**config.mk**
```make
export PLATFORM = sky130hd
export DESIGN_NAME = dns_response_ttl_clamper
export DESIGN_NICKNAME = d
export VERILOG_FILES = /design/src/rtl/core/dnsttl_pkg.sv /design/src/rtl/core/dnsttl_front.sv /design/src/rtl/core/dnsttl_queue.sv /design/src/rtl/core/dnsttl_back.sv /design/src/rtl/core/dns_response_ttl_clamper.sv
export SDC_FILE = /design/constraint.sdc
export NUM_CORES = 2
export LEC_CHECK = 0
export BUFFER_PORTS_ARGS = -buffer_cell sky130_fd_sc_hd__clkbuf_2
export CORE_UTILIZATION = 25
export DETAILED_ROUTE_END_ITERATION = 10
export PLACE_DENSITY = 0.51
export SETUP_SLACK_MARGIN = 0.5
export SYNTH_ARGS = -nofsm -noshare
export SYNTH_HDL_FRONTEND = slang
export SYNTH_SLANG_ARGS = --single-unit
```
**constraint.sdc**
```tcl
create_clock -name clk -period 15.56 [get_ports clk]
set_clock_uncertainty 0.05 [all_clocks]
set_input_delay 4.668 -clock clk [delete_from_list [all_inputs] [get_ports clk]]
set_output_delay 4.668 -clock clk [all_outputs]
set_load 0.01 [all_outputs]
```
**src/rtl/core/dnsttl_pkg.sv**
```systemverilog
// ----------------------------------------------------------------------------
// dnsttl_pkg
// Shared types and constants of the DNS response TTL clamper.
// ----------------------------------------------------------------------------
package dnsttl_pkg;

  localparam int unsigned MAX_MSG_BYTES_DEF = 65535;
  localparam int unsigned POS_W             = 16;
  localparam int unsigned HDR_BYTES         = 12;
  localparam int unsigned RR_FIXED_BYTES    = 10;  // type, class, ttl, rdlength
  localparam int unsigned Q_FIXED_BYTES     = 4;   // qtype, qclass
  localparam logic [7:0]  PTR_MASK          = 8'hC0;
  localparam int unsigned QUEUE_DEPTH       = 4;
  localparam int unsigned CFG_IDX_W         = 8;

  localparam logic [CFG_IDX_W-1:0] CFG_MIN_TTL = 8'd0;
  localparam logic [CFG_IDX_W-1:0] CFG_MAX_TTL = 8'd1;

  typedef enum logic [3:0] {
    PH_HEADER,
    PH_NAME,
    PH_LABEL,
    PH_PTR2,
    PH_QFIXED,
    PH_RFIXED,
    PH_TTL,
    PH_RDHI,
    PH_RDLO,
    PH_RDATA,
    PH_DONE
  } phase_t;

  // One request worth of output bytes; byte i sits at bytes[8*i +: 8].
  typedef struct packed {
    logic [31:0] report;
    logic        eom;
    logic [2:0]  cnt;
    logic [31:0] bytes;
  } op_t;

  localparam int unsigned OP_W = $bits(op_t);

endpackage

```
**src/rtl/core/dnsttl_front.sv**
```systemverilog
// ----------------------------------------------------------------------------
// dnsttl_front
// Message parser: tracks header, names and records per byte, clamps TTLs and
// hands a packed group of output bytes to the queue.
// ----------------------------------------------------------------------------
module dnsttl_front #(
  parameter int unsigned MAX_MESSAGE_BYTES = dnsttl_pkg::MAX_MSG_BYTES_DEF
) (
  input  logic                    clk,
  input  logic                    rst_n,
  input  logic                    in_tvalid,
  output logic                    in_tready,
  input  logic [7:0]              in_byte,
  input  logic [15:0]             in_len,
  input  logic                    in_first,
  input  logic [31:0]             min_ttl,
  input  logic [31:0]             max_ttl,
  input  logic                    q_full,
  output logic                    q_push,
  output dnsttl_pkg::op_t         q_op
);

  localparam logic [15:0] MAX_L = MAX_MESSAGE_BYTES[15:0];

  logic [15:0]        pos_r, pos_nxt;
  dnsttl_pkg::phase_t phase_r, phase_nxt;
  logic [55:0]        hdr_r, hdr_nxt;
  logic [15:0]        qleft_r, qleft_nxt;
  logic [15:0]        rleft_r, rleft_nxt;
  logic [7:0]         lbl_r, lbl_nxt;
  logic [15:0]        fbl_r, fbl_nxt;
  logic [23:0]        hold_r, hold_nxt;
  logic [31:0]        least_r, least_nxt;
  logic               stop_r, stop_nxt;

  logic               accept;
  dnsttl_pkg::op_t    op;

  assign in_tready = !q_full;
  assign accept    = in_tvalid && in_tready;
  assign q_push    = accept && (op.cnt != 3'd0);
  assign q_op      = op;

  always_comb begin
    logic [15:0] lenc;
    logic [16:0] p1;
    logic        last;
    logic        do_flush;
    logic [2:0]  k;
    logic [2:0]  n;
    logic [31:0] t;
    logic [63:0] full;
    logic [23:0] sh;
    lenc = (in_len > MAX_L) ? MAX_L : in_len;
    n    = 3'd0;
    op   = '0;
    t    = '0;
    full = '0;
    sh   = '0;
    k    = 3'd0;

    pos_nxt   = pos_r;
    phase_nxt = phase_r;
    hdr_nxt   = hdr_r;
    qleft_nxt = qleft_r;
    rleft_nxt = rleft_r;
    lbl_nxt   = lbl_r;
    fbl_nxt   = fbl_r;
    hold_nxt  = hold_r;
    least_nxt = least_r;
    stop_nxt  = stop_r;

    // held TTL bytes go out unchanged when the TTL gets cut off
    do_flush = !stop_r && (phase_r == dnsttl_pkg::PH_TTL) && (in_first || pos_r >= lenc);
    if (do_flush) begin
      k = 3'd4 - fbl_r[2:0];
      for (int i = 0; i < 3; i++) begin
        if (3'(i) < k) begin
          op.bytes[8*n +: 8] = hold_r[8*(k-3'd1-3'(i)) +: 8];
          n = n + 3'd1;
        end
      end
    end

    if (in_first) begin
      pos_nxt   = '0;
      phase_nxt = dnsttl_pkg::PH_HEADER;
      hdr_nxt   = '0;
      qleft_nxt = '0;
      rleft_nxt = '0;
      lbl_nxt   = '0;
      fbl_nxt   = '0;
      least_nxt = '1;
      stop_nxt  = (lenc == 16'd0);
    end else begin
      stop_nxt = stop_r || (pos_r >= lenc);
    end

    p1   = {1'b0, pos_nxt} + 17'd1;
    last = (p1 == {1'b0, lenc});

    if (!stop_nxt && phase_nxt == dnsttl_pkg::PH_TTL) begin
      hold_nxt = {hold_r[15:0], in_byte};
      if (fbl_r == 16'd1) begin
        t = {hold_r, in_byte};
        if (t < min_ttl) t = min_ttl;
        if (t > max_ttl) t = max_ttl;
        if (t < least_r) least_nxt = t;
        op.bytes = {t[7:0], t[15:8], t[23:16], t[31:24]};
        n        = 3'd4;
        op.eom   = last;
        fbl_nxt  = '0;
        phase_nxt = dnsttl_pkg::PH_RDHI;
      end else if (last) begin
        // cut-off TTL at the final byte: drops the oldest held byte, repeats the final byte
        sh = {hold_r[15:0], in_byte};
        k  = 3'd4 - fbl_r[2:0];
        for (int i = 0; i < 3; i++) begin
          if (3'(i) < k) begin
            op.bytes[8*n +: 8] = sh[8*(k-3'd1-3'(i)) +: 8];
            n = n + 3'd1;
          end
        end
        op.bytes[8*n +: 8] = in_byte;
        n        = n + 3'd1;
        op.eom   = 1'b1;
        stop_nxt = 1'b1;
      end else begin
        fbl_nxt = fbl_r - 16'd1;
      end
    end else begin
      op.bytes[8*n +: 8] = in_byte;
      n      = n + 3'd1;
      op.eom = last;
      if (!stop_nxt) begin
        case (phase_nxt)
          dnsttl_pkg::PH_HEADER: begin
            hdr_nxt = {hdr_nxt[47:0], in_byte};
            if (pos_nxt == 16'(dnsttl_pkg::HDR_BYTES - 1)) begin
              full      = {hdr_r, in_byte};
              qleft_nxt = full[63:48];
              rleft_nxt = full[47:32] + full[31:16] + full[15:0];
              phase_nxt = (qleft_nxt != '0 || rleft_nxt != '0) ?
                          dnsttl_pkg::PH_NAME : dnsttl_pkg::PH_DONE;
            end
          end
          dnsttl_pkg::PH_NAME: begin
            if (in_byte == 8'd0) begin
              if (p1 + ((qleft_nxt != '0) ? 17'(dnsttl_pkg::Q_FIXED_BYTES) :
                        17'(dnsttl_pkg::RR_FIXED_BYTES)) > {1'b0, lenc}) begin
                stop_nxt = 1'b1;
              end else begin
                phase_nxt = (qleft_nxt != '0) ? dnsttl_pkg::PH_QFIXED : dnsttl_pkg::PH_RFIXED;
                fbl_nxt   = 16'd4;
              end
            end else if ((in_byte & dnsttl_pkg::PTR_MASK) == dnsttl_pkg::PTR_MASK) begin
              if (p1 >= {1'b0, lenc}) begin
                stop_nxt = 1'b1;
              end else if (p1 + 17'd1 + ((qleft_nxt != '0) ? 17'(dnsttl_pkg::Q_FIXED_BYTES) :
                           17'(dnsttl_pkg::RR_FIXED_BYTES)) > {1'b0, lenc}) begin
                stop_nxt = 1'b1;
              end else begin
                phase_nxt = dnsttl_pkg::PH_PTR2;
              end
            end else if (p1 + 17'(in_byte) >= {1'b0, lenc}) begin
              stop_nxt = 1'b1;
            end else begin
              lbl_nxt   = in_byte;
              phase_nxt = dnsttl_pkg::PH_LABEL;
            end
          end
          dnsttl_pkg::PH_LABEL: begin
            lbl_nxt = lbl_nxt - 8'd1;
            if (lbl_nxt == 8'd0) phase_nxt = dnsttl_pkg::PH_NAME;
          end
          dnsttl_pkg::PH_PTR2: begin
            phase_nxt = (qleft_nxt != '0) ? dnsttl_pkg::PH_QFIXED : dnsttl_pkg::PH_RFIXED;
            fbl_nxt   = 16'd4;
          end
          dnsttl_pkg::PH_QFIXED: begin
            fbl_nxt = fbl_nxt - 16'd1;
            if (fbl_nxt == '0) begin
              qleft_nxt = qleft_nxt - 16'd1;
              phase_nxt = (qleft_nxt != '0 || rleft_nxt != '0) ?
                          dnsttl_pkg::PH_NAME : dnsttl_pkg::PH_DONE;
            end
          end
          dnsttl_pkg::PH_RFIXED: begin
            fbl_nxt = fbl_nxt - 16'd1;
            if (fbl_nxt == '0) begin
              phase_nxt = dnsttl_pkg::PH_TTL;
              fbl_nxt   = 16'd4;
            end
          end
          dnsttl_pkg::PH_RDHI: begin
            fbl_nxt   = {in_byte, 8'd0};
            phase_nxt = dnsttl_pkg::PH_RDLO;
          end
          dnsttl_pkg::PH_RDLO: begin
            fbl_nxt = fbl_nxt | {8'd0, in_byte};
            if (fbl_nxt == '0) begin
              rleft_nxt = rleft_nxt - 16'd1;
              phase_nxt = (rleft_nxt != '0) ? dnsttl_pkg::PH_NAME : dnsttl_pkg::PH_DONE;
            end else begin
              phase_nxt = dnsttl_pkg::PH_RDATA;
            end
          end
          dnsttl_pkg::PH_RDATA: begin
            fbl_nxt = fbl_nxt - 16'd1;
            if (fbl_nxt == '0) begin
              rleft_nxt = rleft_nxt - 16'd1;
              phase_nxt = (rleft_nxt != '0) ? dnsttl_pkg::PH_NAME : dnsttl_pkg::PH_DONE;
            end
          end
          default: ;
        endcase
      end
    end

    if (pos_nxt < MAX_L) pos_nxt = pos_nxt + 16'd1;
    op.cnt    = n;
    op.report = (least_nxt < max_ttl) ? least_nxt : max_ttl;
  end

  always_ff @(posedge clk) begin
    if (!rst_n) begin
      pos_r   <= '0;
      phase_r <= dnsttl_pkg::PH_HEADER;
      hdr_r   <= '0;
      qleft_r <= '0;
      rleft_r <= '0;
      lbl_r   <= '0;
      fbl_r   <= '0;
      hold_r  <= '0;
      least_r <= '1;
      stop_r  <= 1'b0;
    end else if (accept) begin
      pos_r   <= pos_nxt;
      phase_r <= phase_nxt;
      hdr_r   <= hdr_nxt;
      qleft_r <= qleft_nxt;
      rleft_r <= rleft_nxt;
      lbl_r   <= lbl_nxt;
      fbl_r   <= fbl_nxt;
      hold_r  <= hold_nxt;
      least_r <= least_nxt;
      stop_r  <= stop_nxt;
    end
  end

endmodule

```
**src/rtl/core/dnsttl_queue.sv**
```systemverilog
// ----------------------------------------------------------------------------
// dnsttl_queue
// Short FIFO of byte groups between parser and output sequencer.
// ----------------------------------------------------------------------------
module dnsttl_queue #(
  parameter int unsigned DEPTH = dnsttl_pkg::QUEUE_DEPTH
) (
  input  logic            clk,
  input  logic            rst_n,
  input  logic            push,
  input  dnsttl_pkg::op_t push_op,
  output logic            full,
  input  logic            pop,
  output logic            head_vld,
  output dnsttl_pkg::op_t head_op
);

  localparam int unsigned AW = (DEPTH > 1) ? $clog2(DEPTH) : 1;

  dnsttl_pkg::op_t     mem_r [DEPTH];
  logic [AW-1:0]       wp_r, wp_nxt, rp_r, rp_nxt;
  logic [AW:0]         cnt_r, cnt_nxt;

  assign full     = (cnt_r == (AW+1)'(DEPTH));
  assign head_vld = (cnt_r != '0);
  assign head_op  = mem_r[rp_r];

  always_comb begin
    wp_nxt  = wp_r;
    rp_nxt  = rp_r;
    cnt_nxt = cnt_r;
    if (push) begin
      wp_nxt = (wp_r == AW'(DEPTH-1)) ? '0 : wp_r + AW'(1);
    end
    if (pop) begin
      rp_nxt = (rp_r == AW'(DEPTH-1)) ? '0 : rp_r + AW'(1);
    end
    if (push && !pop) cnt_nxt = cnt_r + (AW+1)'(1);
    if (!push && pop) cnt_nxt = cnt_r - (AW+1)'(1);
  end

  always_ff @(posedge clk) begin
    if (!rst_n) begin
      wp_r  <= '0;
      rp_r  <= '0;
      cnt_r <= '0;
    end else begin
      wp_r  <= wp_nxt;
      rp_r  <= rp_nxt;
      cnt_r <= cnt_nxt;
    end
  end

  always_ff @(posedge clk) begin
    if (push) mem_r[wp_r] <= push_op;
  end

endmodule

```
**src/rtl/core/dnsttl_back.sv**
```systemverilog
// ----------------------------------------------------------------------------
// dnsttl_back
// Output sequencer: sends the bytes of each queued group one per request.
// ----------------------------------------------------------------------------
module dnsttl_back (
  input  logic            clk,
  input  logic            rst_n,
  input  logic            head_vld,
  input  dnsttl_pkg::op_t head_op,
  output logic            pop,
  output logic            out_tvalid,
  input  logic            out_tready,
  output logic [7:0]      out_byte,
  output logic [31:0]     out_smallest,
  output logic            out_eom,
  output logic            out_eor
);

  logic [1:0] idx_r, idx_nxt;
  logic       item_last;

  assign item_last    = ({1'b0, idx_r} == head_op.cnt - 3'd1);
  assign out_tvalid   = head_vld;
  assign out_byte     = head_op.bytes[8*idx_r +: 8];
  assign out_eor      = item_last;
  assign out_eom      = item_last && head_op.eom;
  assign out_smallest = out_eom ? head_op.report : 32'd0;
  assign pop          = out_tvalid && out_tready && item_last;

  always_comb begin
    idx_nxt = idx_r;
    if (out_tvalid && out_tready) begin
      idx_nxt = item_last ? 2'd0 : idx_r + 2'd1;
    end
  end

  always_ff @(posedge clk) begin
    if (!rst_n) begin
      idx_r <= '0;
    end else begin
      idx_r <= idx_nxt;
    end
  end

  // an empty group never reaches the queue
  a_cnt_ok: assert property (@(posedge clk) disable iff (!rst_n)
    head_vld |-> (head_op.cnt != 3'd0 && head_op.cnt <= 3'd4))
    else $error("queued group has bad byte count");

  a_idx_in_range: assert property (@(posedge clk) disable iff (!rst_n)
    head_vld |-> ({1'b0, idx_r} < head_op.cnt))
    else $error("byte index past group end");

  a_idx_reset_after_pop: assert property (@(posedge clk) disable iff (!rst_n)
    pop |=> (idx_r == 2'd0))
    else $error("index not cleared after group");

endmodule

```
**src/rtl/core/dns_response_ttl_clamper.sv**
```systemverilog
// ----------------------------------------------------------------------------
// dns_response_ttl_clamper
// Streams DNS messages through and clamps every resource record TTL.
// ----------------------------------------------------------------------------
// Takes one message byte per cycle while the queue has room (in_tready high) and sends
// it out again, except that each answer, authority and additional record TTL is
// clamped to [min_ttl, max_ttl] (max_ttl wins if they cross). TTL bytes are held until
// the fourth arrives and then come out as four back-to-back output requests, so one
// input byte gives zero to four outputs; the output side sustains one byte per cycle
// while out_tready is high, and a four-entry queue between parser and output sequencer
// absorbs the bursts. With tlast (the final byte) the smallest clamped TTL appears in
// tdata, or max_ttl if none. Malformed or short messages pass unchanged from the point
// of trouble on, except that a TTL cut off by the final byte may be altered.
module dns_response_ttl_clamper #(
  parameter int unsigned MAX_MESSAGE_BYTES = dnsttl_pkg::MAX_MSG_BYTES_DEF
) (
  input  logic                             clk,
  input  logic                             rst_n,
  input  logic                             in_tvalid,
  output logic                             in_tready,
  input  logic [23:0]                      in_tdata,  // in_byte[7:0], msg_length[23:8]
  input  logic                             in_tuser,  // first_byte
  output logic                             out_tvalid,
  input  logic                             out_tready,
  output logic [39:0]                      out_tdata, // out_byte[7:0], smallest_ttl[39:8]
  output logic                             out_tlast, // end_of_message
  output logic                             out_tuser, // end_of_run
  input  logic                             cfg_valid,
  output logic                             cfg_ready,
  input  logic [dnsttl_pkg::CFG_IDX_W-1:0] cfg_index,
  input  logic [31:0]                      cfg_data
);

  logic [31:0]     min_ttl_r, min_ttl_nxt;
  logic [31:0]     max_ttl_r, max_ttl_nxt;
  logic            q_full, q_push, q_pop, head_vld;
  dnsttl_pkg::op_t push_op, head_op;
  logic [7:0]      out_byte;
  logic [31:0]     out_smallest;

  assign cfg_ready = 1'b1;
  assign out_tdata = {out_smallest, out_byte};

  always_comb begin
    min_ttl_nxt = min_ttl_r;
    max_ttl_nxt = max_ttl_r;
    if (cfg_valid && cfg_ready) begin
      case (cfg_index)
        dnsttl_pkg::CFG_MIN_TTL: min_ttl_nxt = cfg_data;
        dnsttl_pkg::CFG_MAX_TTL: max_ttl_nxt = cfg_data;
        default: ;
      endcase
    end
  end

  always_ff @(posedge clk) begin
    if (!rst_n) begin
      min_ttl_r <= '0;
      max_ttl_r <= '1;
    end else begin
      min_ttl_r <= min_ttl_nxt;
      max_ttl_r <= max_ttl_nxt;
    end
  end

  dnsttl_front #(
    .MAX_MESSAGE_BYTES(MAX_MESSAGE_BYTES)
  ) u_front (
    .clk      (clk),
    .rst_n    (rst_n),
    .in_tvalid(in_tvalid),
    .in_tready(in_tready),
    .in_byte  (in_tdata[7:0]),
    .in_len   (in_tdata[23:8]),
    .in_first (in_tuser),
    .min_ttl  (min_ttl_r),
    .max_ttl  (max_ttl_r),
    .q_full   (q_full),
    .q_push   (q_push),
    .q_op     (push_op)
  );

  dnsttl_queue #(
    .DEPTH(dnsttl_pkg::QUEUE_DEPTH)
  ) u_queue (
    .clk     (clk),
    .rst_n   (rst_n),
    .push    (q_push),
    .push_op (push_op),
    .full    (q_full),
    .pop     (q_pop),
    .head_vld(head_vld),
    .head_op (head_op)
  );

  dnsttl_back u_back (
    .clk         (clk),
    .rst_n       (rst_n),
    .head_vld    (head_vld),
    .head_op     (head_op),
    .pop         (q_pop),
    .out_tvalid  (out_tvalid),
    .out_tready  (out_tready),
    .out_byte    (out_byte),
    .out_smallest(out_smallest),
    .out_eom     (out_tlast),
    .out_eor     (out_tuser)
  );

  a_eom_ends_run: assert property (@(posedge clk) disable iff (!rst_n)
    (out_tvalid && out_tlast) |-> out_tuser)
    else $error("end of message not on last byte of its group");

  a_report_only_at_eom: assert property (@(posedge clk) disable iff (!rst_n)
    (out_tvalid && !out_tlast) |-> (out_tdata[39:8] == 32'd0))
    else $error("smallest ttl reported off end of message");

  a_report_bounded: assert property (@(posedge clk) disable iff (!rst_n)
    (out_tvalid && out_tlast && $stable(max_ttl_r)) |-> (out_tdata[39:8] <= max_ttl_r))
    else $error("reported ttl above max");

endmodule
```
==> out/metrics.cfg <==
[worst_setup_path]
worstPathBufferInverterCount=5
critPathLaunchType=primary input
critPathCaptureType=flip-flop
arrival_ns=14.30
reg2reg_depth=39
cp_common_cell=ha_1
path_class=in -> reg
setup.worst_path.end=u_queue.mem_r[0][59]$_DFFE_PP_
ff2ff_setup_slack_ns=4.61
crit_start=in_tdata[4]
critical_path_required_ns=15.88
worstPathMaxFanout=32
crit_cells=38
r2r_start=min_ttl_r[13]$_SDFFE_PN0P_
crit_family=compound AO/OA/AOI/OAI gates
r2r_end=u_queue.mem_r[0][59]$_DFFE_PP_
slowest_delay_ns=0.55
cp_slowest_cell=a21oi_4

[die]
initial_core_util=0.252
die-area_um2=153000
core.rowCount=142
die_width_um=391
io_pins=115
coreArea_um2=150000
die_h_um=391

[synth]
synth_edf_count=272
postSynthCellCount=4203
synthesis.area_um2=37800
yosysTopAreaCell=edfxtp_1
syn-mean-instance-area_um2=9.00
synthArstFlopShare=0
synth_ff_type=edfxtp_1
yosys_warnings=0
netlist_top_cells_area=edfxtp_1, dfxtp_1, ha_1, mux4_2, nand2_1
synth-seq-area-share=0.356
synth_cell_types=107
syn-num-nets=4572
ys_ff_latch=536
synth_top_area_frac=0.216

[clock_network]
cts.clk_slew.worst_paths_ns=0.06
cts-hold-fix-buffers=0
cts_root_buffer=clkbuf_16
cts-resized-gates=0
htree_levels=2
clk_latency_ns=0.66
clock_sinks=536
cts_tree=built
post_cts_buffers=0
cts_buffer_depth=3
cts_buffers=57

[drt]
drt_first_pass_iters=6
drtIter0Drc=3051
vias_per_cell=5.38
drt_wl_total_mm=140
drc=0
drt.antenna.violating_nets=0
wl_per_cell_um=22.4
vias=33700

[placed_design]
post_dp_cell_area_um2=40600
gp_congestion=0.960
dp.cells=6150
port_buffers=113
hpwl_mm=103

[cells_and_area]
final_cells=6257
nFillCells=16100
multi_input_area_um2=22600
diodes=0
register_area_um2=13500
area_delta_synth_final_pct=12.5
utilization=0.284
stdcell_area_um2=42500
drive_above_1_share=0.115
final_nets=4562

[sta]
worstMarginPinSlew_ns=1.34
slew_violations=0
rsz0062_at_grt=no
setup_violations=0
post-route-min-period_ns=13.98
clock.fmax_mhz=71.5
finalHoldViolCount=0
finalCritPeriodShare=0.898
fin_setup_tns_ns=0
relSlewSlack=0.101

[global_route]
grt_max_degree=88
track_usage=0.178
overflow=0
grt_pass1_wl_mm=210
antenna_found_initial=3
first_global_vias=32100

[run_status]
status=finished, final reports clean

[pwr]
p_leak_nw=15.9
powerDensity_nw_per_um2=90.5
vdd_drop_max_uv=83.6

[run]
cap_violations=0

[worst_hold_path]
hold_class=reg -> reg

## power by group
| group | internal (W) | switching (W) | total [W] |
|---|---|---|---|
| Clock | 0.000816 | 0.000621 | 0.00144 |
| Sequential | 0.00154 | 0.0000392 | 0.00158 |
| Combinational | 0.000278 | 0.000556 | 0.000835 |
## cell type report
class	instances	share of cell area
inverter	224	0.0199
sequential	536	0.316
tap	2016	0.0593
clock buffer	79	0.0388
timing repair buffer	193	0.0278
multi-input combinational	3181	0.530
clock inverter	28	0.00753
## cells in the mapped netlist (67+ instances only)
cell	count
inv_1	211
o21ai_0	178
a21o_1	99
nor2_1	341
nand3_1	97
ha_1	280
mux2i_1	67
a21oi_1	295
mux4_2	76
nor3_1	113
edfxtp_1	272
nand2_1	437
a22oi_1	107
clkbuf_1	204
dfxtp_1	264
## layout by cell type, fill, tap and decap left out, types with 67 or more instances in the layout
cell type,instances
edfxtp_1,272
nor2_1,338
a21oi_1,295
nor3_1,106
nand2_1,437
buf_4,81
inv_1,209
mux2i_1,67
ha_1,279
dfxtp_1,261
mux4_2,76
a21o_1,99
o21ai_0,177
clkbuf_2,111
nand3_1,97
a22oi_1,107
## tightest hold or removal path, stage by stage (launching register included)
cell and delay [ns]:
dfxtp_1 0.31, nand2_1 0.05, a21oi_1 0.06
## logic make-up (layout without fill, tap and decap cells)
kind of cell | Yosys count | count (layout) | synth area share
AND/OR/NAND/NOR | 1353 | 1353 | 0.170
adder cells (fa/ha/maj) | 299 | 299 | 0.103
buffers and inverters | 486 | 524 | 0.0502
XOR/XNOR | 102 | 102 | 0.0236
AO/OA/AOI/OAI | 1210 | 1210 | 0.213
flip-flops | 536 | 536 | 0.356
multiplexers | 216 | 216 | 0.0847
other | 1 | 1 | 0.0000991
## metrics by stage
step / hold WS (ns) / power [W] / setup WS [ns]
after floorplan: 0.386 / 0.00216 / 1.92
after global placement: 0.400 / 0.00244 / 0.928
after detailed placement: 0.405 / 0.00244 / 0.965
after CTS: 0.415 / 0.00389 / 1.61
after global routing: 0.476 / 0.00402 / 0.989
final: 0.419 / 0.00385 / 1.58
## routing by layer
layer / vias to the layer above / global-route usage / wire (µm)
li1: 15700 / - / -
met1: 16500 / 0.250 / 64400
met2: 1252 / 0.282 / 62300
met3: 235 / 0.0189 / 8290
met4: 0 / 0.0611 / 4950
met5: - / 0 / 0
## state kept, by name, indices dropped and copies added (netlist names), named ones only
name / cells
u_front.hold_r: 24
u_front.fbl_r: 16
u_queue.mem_r: 272
u_front.phase_r: 4
u_queue.wp_r: 2
u_front.qleft_r: 16
u_front.rleft_r: 16
u_front.stop_r: 1
u_queue.cnt_r: 3
u_front.lbl_r: 8
u_back.idx_r: 2
u_front.pos_r: 16
u_front.hdr_r: 56
min_ttl_r: 32
u_front.least_r: 32
max_ttl_r: 32
u_queue.rp_r: 2
## worst min-delay path by stage
stage	endpoint	from	cells after the start	slack, ns
2_1_floorplan	min_ttl_r[1]$_SDFFE_PN0P_	min_ttl_r[1]$_SDFFE_PN0P_	2	0.39
3_3_place_gp	min_ttl_r[1]$_SDFFE_PN0P_	min_ttl_r[1]$_SDFFE_PN0P_	2	0.40
3_5_place_dp	min_ttl_r[1]$_SDFFE_PN0P_	min_ttl_r[1]$_SDFFE_PN0P_	2	0.41
4_1_cts	min_ttl_r[1]$_SDFFE_PN0P_	min_ttl_r[1]$_SDFFE_PN0P_	2	0.42
5_1_grt	min_ttl_r[10]$_SDFFE_PN0P_	min_ttl_r[10]$_SDFFE_PN0P_	2	0.48
6_report	min_ttl_r[1]$_SDFFE_PN0P_	min_ttl_r[1]$_SDFFE_PN0P_	2	0.42
Power figures use the tool's default switching activity.
